## config.mk

```make
export PLATFORM = sky130hd
export DESIGN_NAME = shore_clearance_guard
export DESIGN_NICKNAME = d
export VERILOG_FILES = /design/src/hw/rtl/scg_pkg.sv /design/src/hw/rtl/shore_clearance_guard.sv /design/src/hw/rtl/scg_cfg.sv /design/src/hw/rtl/scg_near.sv
export SDC_FILE = /design/constraint.sdc
export NUM_CORES = 2
export LEC_CHECK = 0
export ABC_AREA = 1
export BUFFER_PORTS_ARGS = -buffer_cell sky130_fd_sc_hd__buf_2
export CORE_ASPECT_RATIO = 1.5
export CORE_MARGIN = 1.5
export CORE_UTILIZATION = 40
export DETAILED_ROUTE_END_ITERATION = 16
export GPL_TIMING_DRIVEN = 0
export PLACE_DENSITY = 0.53
export RECOVER_POWER = 100
export SLEW_MARGIN = 30
export SYNTH_ARGS = -nofsm -noshare
export SYNTH_HDL_FRONTEND = slang
export SYNTH_SLANG_ARGS = --single-unit
```

## constraint.sdc

```tcl
create_clock -name clk -period 10.45 [get_ports clk]
set_clock_uncertainty 0.2 [all_clocks]
set_input_delay 2.09 -clock clk [delete_from_list [all_inputs] [get_ports clk]]
set_output_delay 2.09 -clock clk [all_outputs]
set_load 0.01 [all_outputs]
```

## src/hw/rtl/scg_pkg.sv

```systemverilog
// ----------------------------------------------------------------------------
// scg_pkg
// Register indexes, reset values and shared types of the shore clearance guard.
// ----------------------------------------------------------------------------
package scg_pkg;

	localparam int unsigned REG_BITS  = 16;
	localparam int unsigned IDX_BITS  = 3;

	typedef enum logic [IDX_BITS-1:0] {
		REG_SLOW_DIST   = 3'd0,
		REG_SLOW_HYST   = 3'd1,
		REG_BREACH_DIST = 3'd2,
		REG_CRUMB_DIST  = 3'd3,
		REG_CRUMB_SPACE = 3'd4,
		REG_ARRIVE_DIST = 3'd5
	} reg_index_t;

	localparam logic [REG_BITS-1:0] RST_SLOW_DIST   = 16'd250;
	localparam logic [REG_BITS-1:0] RST_SLOW_HYST   = 16'd80;
	localparam logic [REG_BITS-1:0] RST_BREACH_DIST = 16'd30;
	localparam logic [REG_BITS-1:0] RST_CRUMB_DIST  = 16'd200;
	localparam logic [REG_BITS-1:0] RST_CRUMB_SPACE = 16'd100;
	localparam logic [REG_BITS-1:0] RST_ARRIVE_DIST = 16'd80;

	// raise applied to the breach distance when the crumb distance is not above it
	localparam logic [REG_BITS:0] CRUMB_RAISE = 17'd100;

	// thresholds as seen by the datapath, some of them precomputed
	typedef struct packed {
		logic [REG_BITS-1:0]   slow_thr;
		logic [REG_BITS:0]     slow_clear;
		logic [REG_BITS-1:0]   breach_thr;
		logic [REG_BITS:0]     crumb_lim;
		logic [REG_BITS-1:0]   spacing;
		logic [2*REG_BITS-1:0] spacing_sq;
		logic [REG_BITS-1:0]   arrive;
		logic [2*REG_BITS-1:0] arrive_sq;
	} thresh_t;

endpackage

```

## src/hw/rtl/shore_clearance_guard.sv

```systemverilog
// ----------------------------------------------------------------------------
// shore_clearance_guard
// Breadcrumb, slow and breach supervision of navigation updates near land.
// ----------------------------------------------------------------------------
// Each accepted navigation update yields exactly one result. An update is
// captured in an input register, evaluated against the current crumb and
// flags, and written to the result register; one update can be taken every
// cycle while the result channel is not stalled. The rate is set by the
// single distance test (two 16 x 16 squarers and a compare) between the input
// and result registers. While a result is held by out_stall, one more update
// is captured and then in_stall rises. A register write reaches the derived
// thresholds through a second register in scg_cfg.
// ----------------------------------------------------------------------------
module shore_clearance_guard
	import scg_pkg::*;
#(
	parameter int unsigned COORD_BITS = 18
) (
	input  logic                         clk,
	input  logic                         arst_n,
	// configuration
	input  logic                         cfg_we,
	input  logic [IDX_BITS-1:0]          cfg_index,
	input  logic [REG_BITS-1:0]          cfg_data,
	// update channel
	input  logic                         in_valid,
	output logic                         in_stall,
	input  logic signed [COORD_BITS-1:0] pos_x,
	input  logic signed [COORD_BITS-1:0] pos_y,
	input  logic [REG_BITS-1:0]          clearance,
	// result channel
	output logic                         out_valid,
	input  logic                         out_stall,
	output logic                         slow_flag,
	output logic                         breach_flag,
	output logic                         slow_changed,
	output logic                         breach_changed,
	output logic                         breach_refused,
	output logic                         escape_valid,
	output logic                         escape_posted,
	output logic signed [COORD_BITS-1:0] escape_x,
	output logic signed [COORD_BITS-1:0] escape_y
);

	thresh_t thresh;

	scg_cfg u_cfg (
		.clk       (clk),
		.arst_n    (arst_n),
		.cfg_we    (cfg_we),
		.cfg_index (cfg_index),
		.cfg_data  (cfg_data),
		.thresh    (thresh)
	);

	// input stage
	logic                         valid_s1;
	logic signed [COORD_BITS-1:0] pos_x_s1;
	logic signed [COORD_BITS-1:0] pos_y_s1;
	logic [REG_BITS-1:0]          clr_s1;
	logic                         advance;
	logic                         in_xfer;

	// guard state
	logic                         slow_q;
	logic                         breach_q;
	logic                         crumb_valid_q;
	logic signed [COORD_BITS-1:0] crumb_x_q;
	logic signed [COORD_BITS-1:0] crumb_y_q;

	// result register
	logic                         out_valid_q;
	logic                         slow_flag_q;
	logic                         breach_flag_q;
	logic                         slow_changed_q;
	logic                         breach_changed_q;
	logic                         refused_q;
	logic                         escape_valid_q;
	logic                         posted_q;
	logic signed [COORD_BITS-1:0] escape_x_q;
	logic signed [COORD_BITS-1:0] escape_y_q;

	assign advance  = valid_s1 && (!out_valid_q || !out_stall);
	assign in_stall = valid_s1 && out_valid_q && out_stall;
	assign in_xfer  = in_valid && !in_stall;

	always_ff @(posedge clk or negedge arst_n) begin
		if (!arst_n) begin
			valid_s1 <= 1'b0;
		end else if (in_xfer) begin
			valid_s1 <= 1'b1;
		end else if (advance) begin
			valid_s1 <= 1'b0;
		end
	end

	always_ff @(posedge clk) begin
		if (in_xfer) begin
			pos_x_s1 <= pos_x;
			pos_y_s1 <= pos_y;
			clr_s1   <= clearance;
		end
	end

	// one distance test serves both uses: spacing when calm, arrival during breach
	logic [REG_BITS-1:0]   lim;
	logic [2*REG_BITS-1:0] lim_sq;
	logic                  near;

	assign lim    = breach_q ? thresh.arrive    : thresh.spacing;
	assign lim_sq = breach_q ? thresh.arrive_sq : thresh.spacing_sq;

	scg_near #(
		.COORD_BITS (COORD_BITS)
	) u_near (
		.ax     (pos_x_s1),
		.ay     (pos_y_s1),
		.bx     (crumb_x_q),
		.by     (crumb_y_q),
		.lim    (lim),
		.lim_sq (lim_sq),
		.near   (near)
	);

	logic                         clr_ok;
	logic                         lay;
	logic                         crumb_valid_d;
	logic                         slow_d;
	logic                         below;
	logic                         breach_end;
	logic                         breach_d;
	logic                         refused_d;
	logic                         posted_d;
	logic signed [COORD_BITS-1:0] crumb_x_d;
	logic signed [COORD_BITS-1:0] crumb_y_d;

	always_comb begin
		clr_ok        = {1'b0, clr_s1} >= thresh.crumb_lim;
		lay           = clr_ok && !breach_q && (!crumb_valid_q || !near);
		crumb_valid_d = crumb_valid_q || lay;
		crumb_x_d     = lay ? pos_x_s1 : crumb_x_q;
		crumb_y_d     = lay ? pos_y_s1 : crumb_y_q;

		if (!slow_q) begin
			slow_d = clr_s1 < thresh.slow_thr;
		end else begin
			slow_d = !({1'b0, clr_s1} > thresh.slow_clear);
		end

		below      = clr_s1 < thresh.breach_thr;
		breach_end = near || clr_ok;
		if (!breach_q) begin
			breach_d  = below && crumb_valid_d;
			refused_d = below && !crumb_valid_d;
			posted_d  = lay;
		end else begin
			breach_d  = !breach_end;
			refused_d = 1'b0;
			posted_d  = !breach_end;
		end
	end

	always_ff @(posedge clk or negedge arst_n) begin
		if (!arst_n) begin
			slow_q        <= 1'b0;
			breach_q      <= 1'b0;
			crumb_valid_q <= 1'b0;
			crumb_x_q     <= '0;
			crumb_y_q     <= '0;
		end else if (advance) begin
			slow_q        <= slow_d;
			breach_q      <= breach_d;
			crumb_valid_q <= crumb_valid_d;
			crumb_x_q     <= crumb_x_d;
			crumb_y_q     <= crumb_y_d;
		end
	end

	always_ff @(posedge clk or negedge arst_n) begin
		if (!arst_n) begin
			out_valid_q <= 1'b0;
		end else if (advance) begin
			out_valid_q <= 1'b1;
		end else if (!out_stall) begin
			out_valid_q <= 1'b0;
		end
	end

	always_ff @(posedge clk) begin
		if (advance) begin
			slow_flag_q      <= slow_d;
			breach_flag_q    <= breach_d;
			slow_changed_q   <= slow_d ^ slow_q;
			breach_changed_q <= breach_d ^ breach_q;
			refused_q        <= refused_d;
			escape_valid_q   <= crumb_valid_d;
			posted_q         <= posted_d;
			escape_x_q       <= crumb_x_d;
			escape_y_q       <= crumb_y_d;
		end
	end

	assign out_valid      = out_valid_q;
	assign slow_flag      = slow_flag_q;
	assign breach_flag    = breach_flag_q;
	assign slow_changed   = slow_changed_q;
	assign breach_changed = breach_changed_q;
	assign breach_refused = refused_q;
	assign escape_valid   = escape_valid_q;
	assign escape_posted  = posted_q;
	assign escape_x       = escape_x_q;
	assign escape_y       = escape_y_q;

	// a breach always has an escape point behind it
	a_breach_has_crumb: assert property (@(posedge clk) disable iff (!arst_n)
		out_valid && breach_flag |-> escape_valid)
		else $error("breach reported without an escape point");

	// a refusal only happens with no crumb and no breach
	a_refusal_clean: assert property (@(posedge clk) disable iff (!arst_n)
		out_valid && breach_refused |-> !escape_valid && !breach_flag && !breach_changed)
		else $error("refusal reported with a crumb or a breach");

	// the update that starts a breach neither lays nor reposts a crumb
	a_breach_start_quiet: assert property (@(posedge clk) disable iff (!arst_n)
		out_valid && breach_changed && breach_flag |-> !escape_posted)
		else $error("escape posted on the update that started a breach");

	// guard state moves only when an update passes to the result register
	a_state_holds: assert property (@(posedge clk) disable iff (!arst_n)
		!advance |=> $stable(crumb_valid_q) && $stable(breach_q) && $stable(crumb_x_q))
		else $error("guard state changed without an update");

endmodule

```

## src/hw/rtl/scg_cfg.sv

```systemverilog
// ----------------------------------------------------------------------------
// scg_cfg
// Configuration registers and the thresholds derived from them.
// ----------------------------------------------------------------------------
module scg_cfg
	import scg_pkg::*;
(
	input  logic                clk,
	input  logic                arst_n,
	input  logic                cfg_we,
	input  logic [IDX_BITS-1:0] cfg_index,
	input  logic [REG_BITS-1:0] cfg_data,
	output thresh_t             thresh
);

	logic [REG_BITS-1:0]   slow_thr_q;
	logic [REG_BITS-1:0]   slow_hyst_q;
	logic [REG_BITS-1:0]   breach_thr_q;
	logic [REG_BITS-1:0]   crumb_dist_q;
	logic [REG_BITS-1:0]   spacing_q;
	logic [REG_BITS-1:0]   arrive_q;
	logic [REG_BITS:0]     slow_clear_q;
	logic [REG_BITS:0]     crumb_lim_q;
	logic [2*REG_BITS-1:0] spacing_sq_q;
	logic [2*REG_BITS-1:0] arrive_sq_q;

	always_ff @(posedge clk or negedge arst_n) begin
		if (!arst_n) begin
			slow_thr_q    <= RST_SLOW_DIST;
			slow_hyst_q   <= RST_SLOW_HYST;
			breach_thr_q  <= RST_BREACH_DIST;
			crumb_dist_q  <= RST_CRUMB_DIST;
			spacing_q     <= RST_CRUMB_SPACE;
			arrive_q      <= RST_ARRIVE_DIST;
		end else if (cfg_we) begin
			case (reg_index_t'(cfg_index))
				REG_SLOW_DIST:   slow_thr_q    <= cfg_data;
				REG_SLOW_HYST:   slow_hyst_q   <= cfg_data;
				REG_BREACH_DIST: breach_thr_q  <= cfg_data;
				REG_CRUMB_DIST:  crumb_dist_q  <= cfg_data;
				REG_CRUMB_SPACE: spacing_q     <= cfg_data;
				REG_ARRIVE_DIST: arrive_q      <= cfg_data;
				default: ;
			endcase
		end
	end

	// derived values are registered again from the configuration registers
	always_ff @(posedge clk or negedge arst_n) begin
		if (!arst_n) begin
			slow_clear_q <= {1'b0, RST_SLOW_DIST} + {1'b0, RST_SLOW_HYST};
			crumb_lim_q  <= {1'b0, RST_CRUMB_DIST};
			spacing_sq_q <= 32'(RST_CRUMB_SPACE) * 32'(RST_CRUMB_SPACE);
			arrive_sq_q  <= 32'(RST_ARRIVE_DIST) * 32'(RST_ARRIVE_DIST);
		end else begin
			slow_clear_q <= {1'b0, slow_thr_q} + {1'b0, slow_hyst_q};
			if (crumb_dist_q <= breach_thr_q) begin
				crumb_lim_q <= {1'b0, breach_thr_q} + CRUMB_RAISE;
			end else begin
				crumb_lim_q <= {1'b0, crumb_dist_q};
			end
			spacing_sq_q <= 32'(spacing_q) * 32'(spacing_q);
			arrive_sq_q  <= 32'(arrive_q) * 32'(arrive_q);
		end
	end

	assign thresh.slow_thr    = slow_thr_q;
	assign thresh.slow_clear  = slow_clear_q;
	assign thresh.breach_thr  = breach_thr_q;
	assign thresh.crumb_lim   = crumb_lim_q;
	assign thresh.spacing     = spacing_q;
	assign thresh.spacing_sq  = spacing_sq_q;
	assign thresh.arrive      = arrive_q;
	assign thresh.arrive_sq   = arrive_sq_q;

endmodule

```

## src/hw/rtl/scg_near.sv

```systemverilog
// ----------------------------------------------------------------------------
// scg_near
// Tests whether two points lie strictly closer than a limit, by squared length.
// ----------------------------------------------------------------------------
module scg_near
	import scg_pkg::*;
#(
	parameter int unsigned COORD_BITS = 18
) (
	input  logic signed [COORD_BITS-1:0] ax,
	input  logic signed [COORD_BITS-1:0] ay,
	input  logic signed [COORD_BITS-1:0] bx,
	input  logic signed [COORD_BITS-1:0] by,
	input  logic        [REG_BITS-1:0]   lim,
	input  logic        [2*REG_BITS-1:0] lim_sq,
	output logic                         near
);

	localparam int unsigned DW = (COORD_BITS + 1 > REG_BITS) ? COORD_BITS + 1 : REG_BITS + 1;

	logic signed [DW-1:0]    diff_x;
	logic signed [DW-1:0]    diff_y;
	logic        [DW-1:0]    dx;
	logic        [DW-1:0]    dy;
	logic        [DW-1:0]    lim_w;
	logic                    far;
	logic [2*REG_BITS-1:0]   sq_x;
	logic [2*REG_BITS-1:0]   sq_y;
	logic [2*REG_BITS:0]     sum;

	assign diff_x = DW'(ax) - DW'(bx);
	assign diff_y = DW'(ay) - DW'(by);
	assign dx     = diff_x[DW-1] ? DW'(-diff_x) : DW'(diff_x);
	assign dy     = diff_y[DW-1] ? DW'(-diff_y) : DW'(diff_y);
	assign lim_w  = DW'(lim);

	// an axis offset at or beyond the limit settles the answer; otherwise both fit 16 bits
	assign far  = (dx >= lim_w) || (dy >= lim_w);
	assign sq_x = dx[REG_BITS-1:0] * dx[REG_BITS-1:0];
	assign sq_y = dy[REG_BITS-1:0] * dy[REG_BITS-1:0];
	assign sum  = {1'b0, sq_x} + {1'b0, sq_y};
	assign near = !far && (sum < {1'b0, lim_sq});

endmodule
```

==> metrics <==
ranking of synthesized cells by area fa_1, ha_1, inv_1, dfrtp_1, nand2_1; Post-synth EDFFs 95; worst-path fanout max 6; Initial Utilization 0.404; number of I/O pins 121; post-synthesis sequential area ratio 0.182; htree depth 2; run status finished with violations; Critical Setup Path Class flop to flop; total CTS buffers 38; share of layout cells above drive strength 1 0.103; die area 122,000 sq um; DRT antenna net count 0; vias in the first global route 39,500; Worst EP required 10.57 ns; #FFs+latches synth 328; startpoint types flop; crit-path max cell delay 0.60 ns; largest net degree at the start of global routing 77; die span in x 286 um; minimum clock period 11.53 ns; Synth Net Count 7,029; async set-reset flop share out of synthesis 0.710; RSZ-0062 raised after global routing true; number of inserted diodes 0; via count 36,500; first-pass GRT wire length 220 mm; Netlist cell types 61; Final HPWL DP 117 mm; clk_lat worst skew 0.60 ns; DRT iter0 DRCs 1,567; count of final hold-check violations 0; max_cap viols 6; Yosys warnings 0; fin nets 7,307; Hold Buf Count CTS 0; initial antenna violation count 2; via-per-instance ratio 4.85; IO buf count 120; First-pass DRT Iterations 8; cell mode on critical path fa_1; main flop type after synthesis dfrtp_1; Slowest-stage cell, CP fa_1; Final Setup Violations 76; most frequent cells in the layout inv_1, nand2_1, fa_1, ha_1, nor2_1; CTS sink count 328; syn_area_per_cell 8.51 sq um; post-route setup slack -1.08 ns; CTS clock-pin slew for the worst setup and hold paths 0.07 ns; area share of the largest cell type after synthesis 0.299; most common cell after layout, fill and taps aside inv_1; Syn Inst Count 5,652; core region area 119,000 sq um; Max Fclk 0.0867 GHz; Overflow after GRT 0; Placement Setup Slack -3.02 ns; per-cell routed wire length 18.6 um; gpl congestion 0.967; CP arrival 11.65 ns; area delta synth->final 13.7%; failing checks capacitance limit, slew limit, setup timing; area of the mapped netlist 48,100 sq um; WL final 140 mm; DRC violations left 0; Worst slew margin -1.77; worst-margin pin slew 4.16 ns; crit end category flop; Total GRT Usage 0.236; CTS tree done; Max Root-Sink Buffers 3; Core Rows 155; Die Ht 428 um; Worst Hold Class flop to flop; Total Neg Setup Slack -73.88 ns; CTS Root Cell clkbuf_16; fin crit share 1.10; top cell type by total area after synthesis fa_1; fin. max-slew vios 310
metal layers:
layer	wire length, um	track usage
met3	3300	0.0165
met5	13	0
met1	51600	0.253
met2	76500	0.461
met4	8520	0.118
registers in the layout, summed over array words and instances, names as in the netlist, 17 cells and up:
register,flops
u_cfg.crumb_lim_q,17
pos_y_s1,18
crumb_y_q,18
escape_x,18
crumb_x_q,18
u_cfg.arrive_sq_q,31
u_cfg.spacing_sq_q,31
pos_x_s1,18
escape_y,18
u_cfg.slow_clear_q,17
Yosys cell counts (3+ instances only):
cell type,number
xnor2_1,46
clkbuf_1,123
o21a_1,9
dfrtp_1,198
or2_2,15
mux2i_1,33
xor2_1,109
a31oi_1,8
nand4_1,37
edfxtp_1,95
inv_2,6
o21ai_1,7
buf_1,8
clkinv_1,7
a21oi_1,198
o211ai_1,6
nor2_1,335
and2_1,36
ha_1,582
a21boi_1,3
o21bai_1,13
fa_1,719
o21ai_0,195
nand3_1,176
nor3_1,33
nor4_1,6
inv_1,1509
buf_2,6
a21boi_0,7
a21o_1,10
nand3b_1,10
a221oi_1,3
o221ai_1,6
nand2_1,997
nand2_2,20
a211oi_1,14
dfstp_2,35
cells by family (layout without fill, tap and decap cells):
logic type	after synthesis	count (layout)	share of synthesized area
simple gates	1677	1677	0.145
buf+inv	1664	1972	0.131
fa+ha+maj	1301	1301	0.451
compound gates	493	493	0.0566
flops	328	328	0.182
xor+xnor	156	156	0.0286
mux	33	33	0.00687
critical path: cells and delay by family, from the launching register on:
kind,cells,cell delay [ns]
AOI/OAI and AO/OA,11,1.86
xor gates and xnor gates,3,0.62
adders and majority gates,11,4.93
buffers and inverters,10,1.18
DFF,1,0.48
and+or+nand+nor,15,1.97
through the flow:
stage / area (sq um) / cells / hold slack, ns / util
floorplan: 48400 / 5652 / 0.152 / -
global placement: 51000 / 7342 / 0.157 / 0.428
detailed placement: 51200 / 7348 / 0.158 / 0.430
CTS: 54400 / 7509 / 0.173 / 0.457
global route: 54700 / 7530 / 0.175 / 0.459
finish: 54700 / 7530 / 0.172 / 0.459
cell type report:
cell class	count	area (sq um)
fillers	11900	64400
clock buffers	45	1030
inverters	1522	5790
flip-flops and latches	328	8730
clock inverters	25	300
plain buffers	141	845
well taps	1570	1960
repair buffers	239	1630
multi-input cells	3660	34400
final timing paths:
kind	startpoint	to	slack (ns)	cells after the start
min in group asynchronous	arst_n	u_cfg.slow_clear_q[10]$_DFF_PN0_	1.86	1
max reg2reg	pos_x_s1[1]$_DFFE_PP_	escape_x[12]$_DFFE_PP_	-1.08	50
max	pos_x_s1[1]$_DFFE_PP_	escape_x[12]$_DFFE_PP_	-1.08	50
min reg2reg	u_cfg.arrive_q[0]$_DFFE_PN0P_	u_cfg.arrive_sq_q[0]$_DFF_PN0_	0.17	0
max in group asynchronous	arst_n	u_cfg.arrive_sq_q[10]$_DFF_PN0_	2.18	3
min	u_cfg.arrive_q[0]$_DFFE_PN0P_	u_cfg.arrive_sq_q[0]$_DFF_PN0_	0.17	0
repair_timing:
action                                  CTS  global route
endpoints found under the setup margin   76            76
gates cloned                              2             0
setup buffers                            90            22
resized for setup                       246            92
pin swaps                                65            27
Power is left out: the tool's default activity adds up to more than one toggle a clock period on the data nets, which glitch-free logic cannot reach.
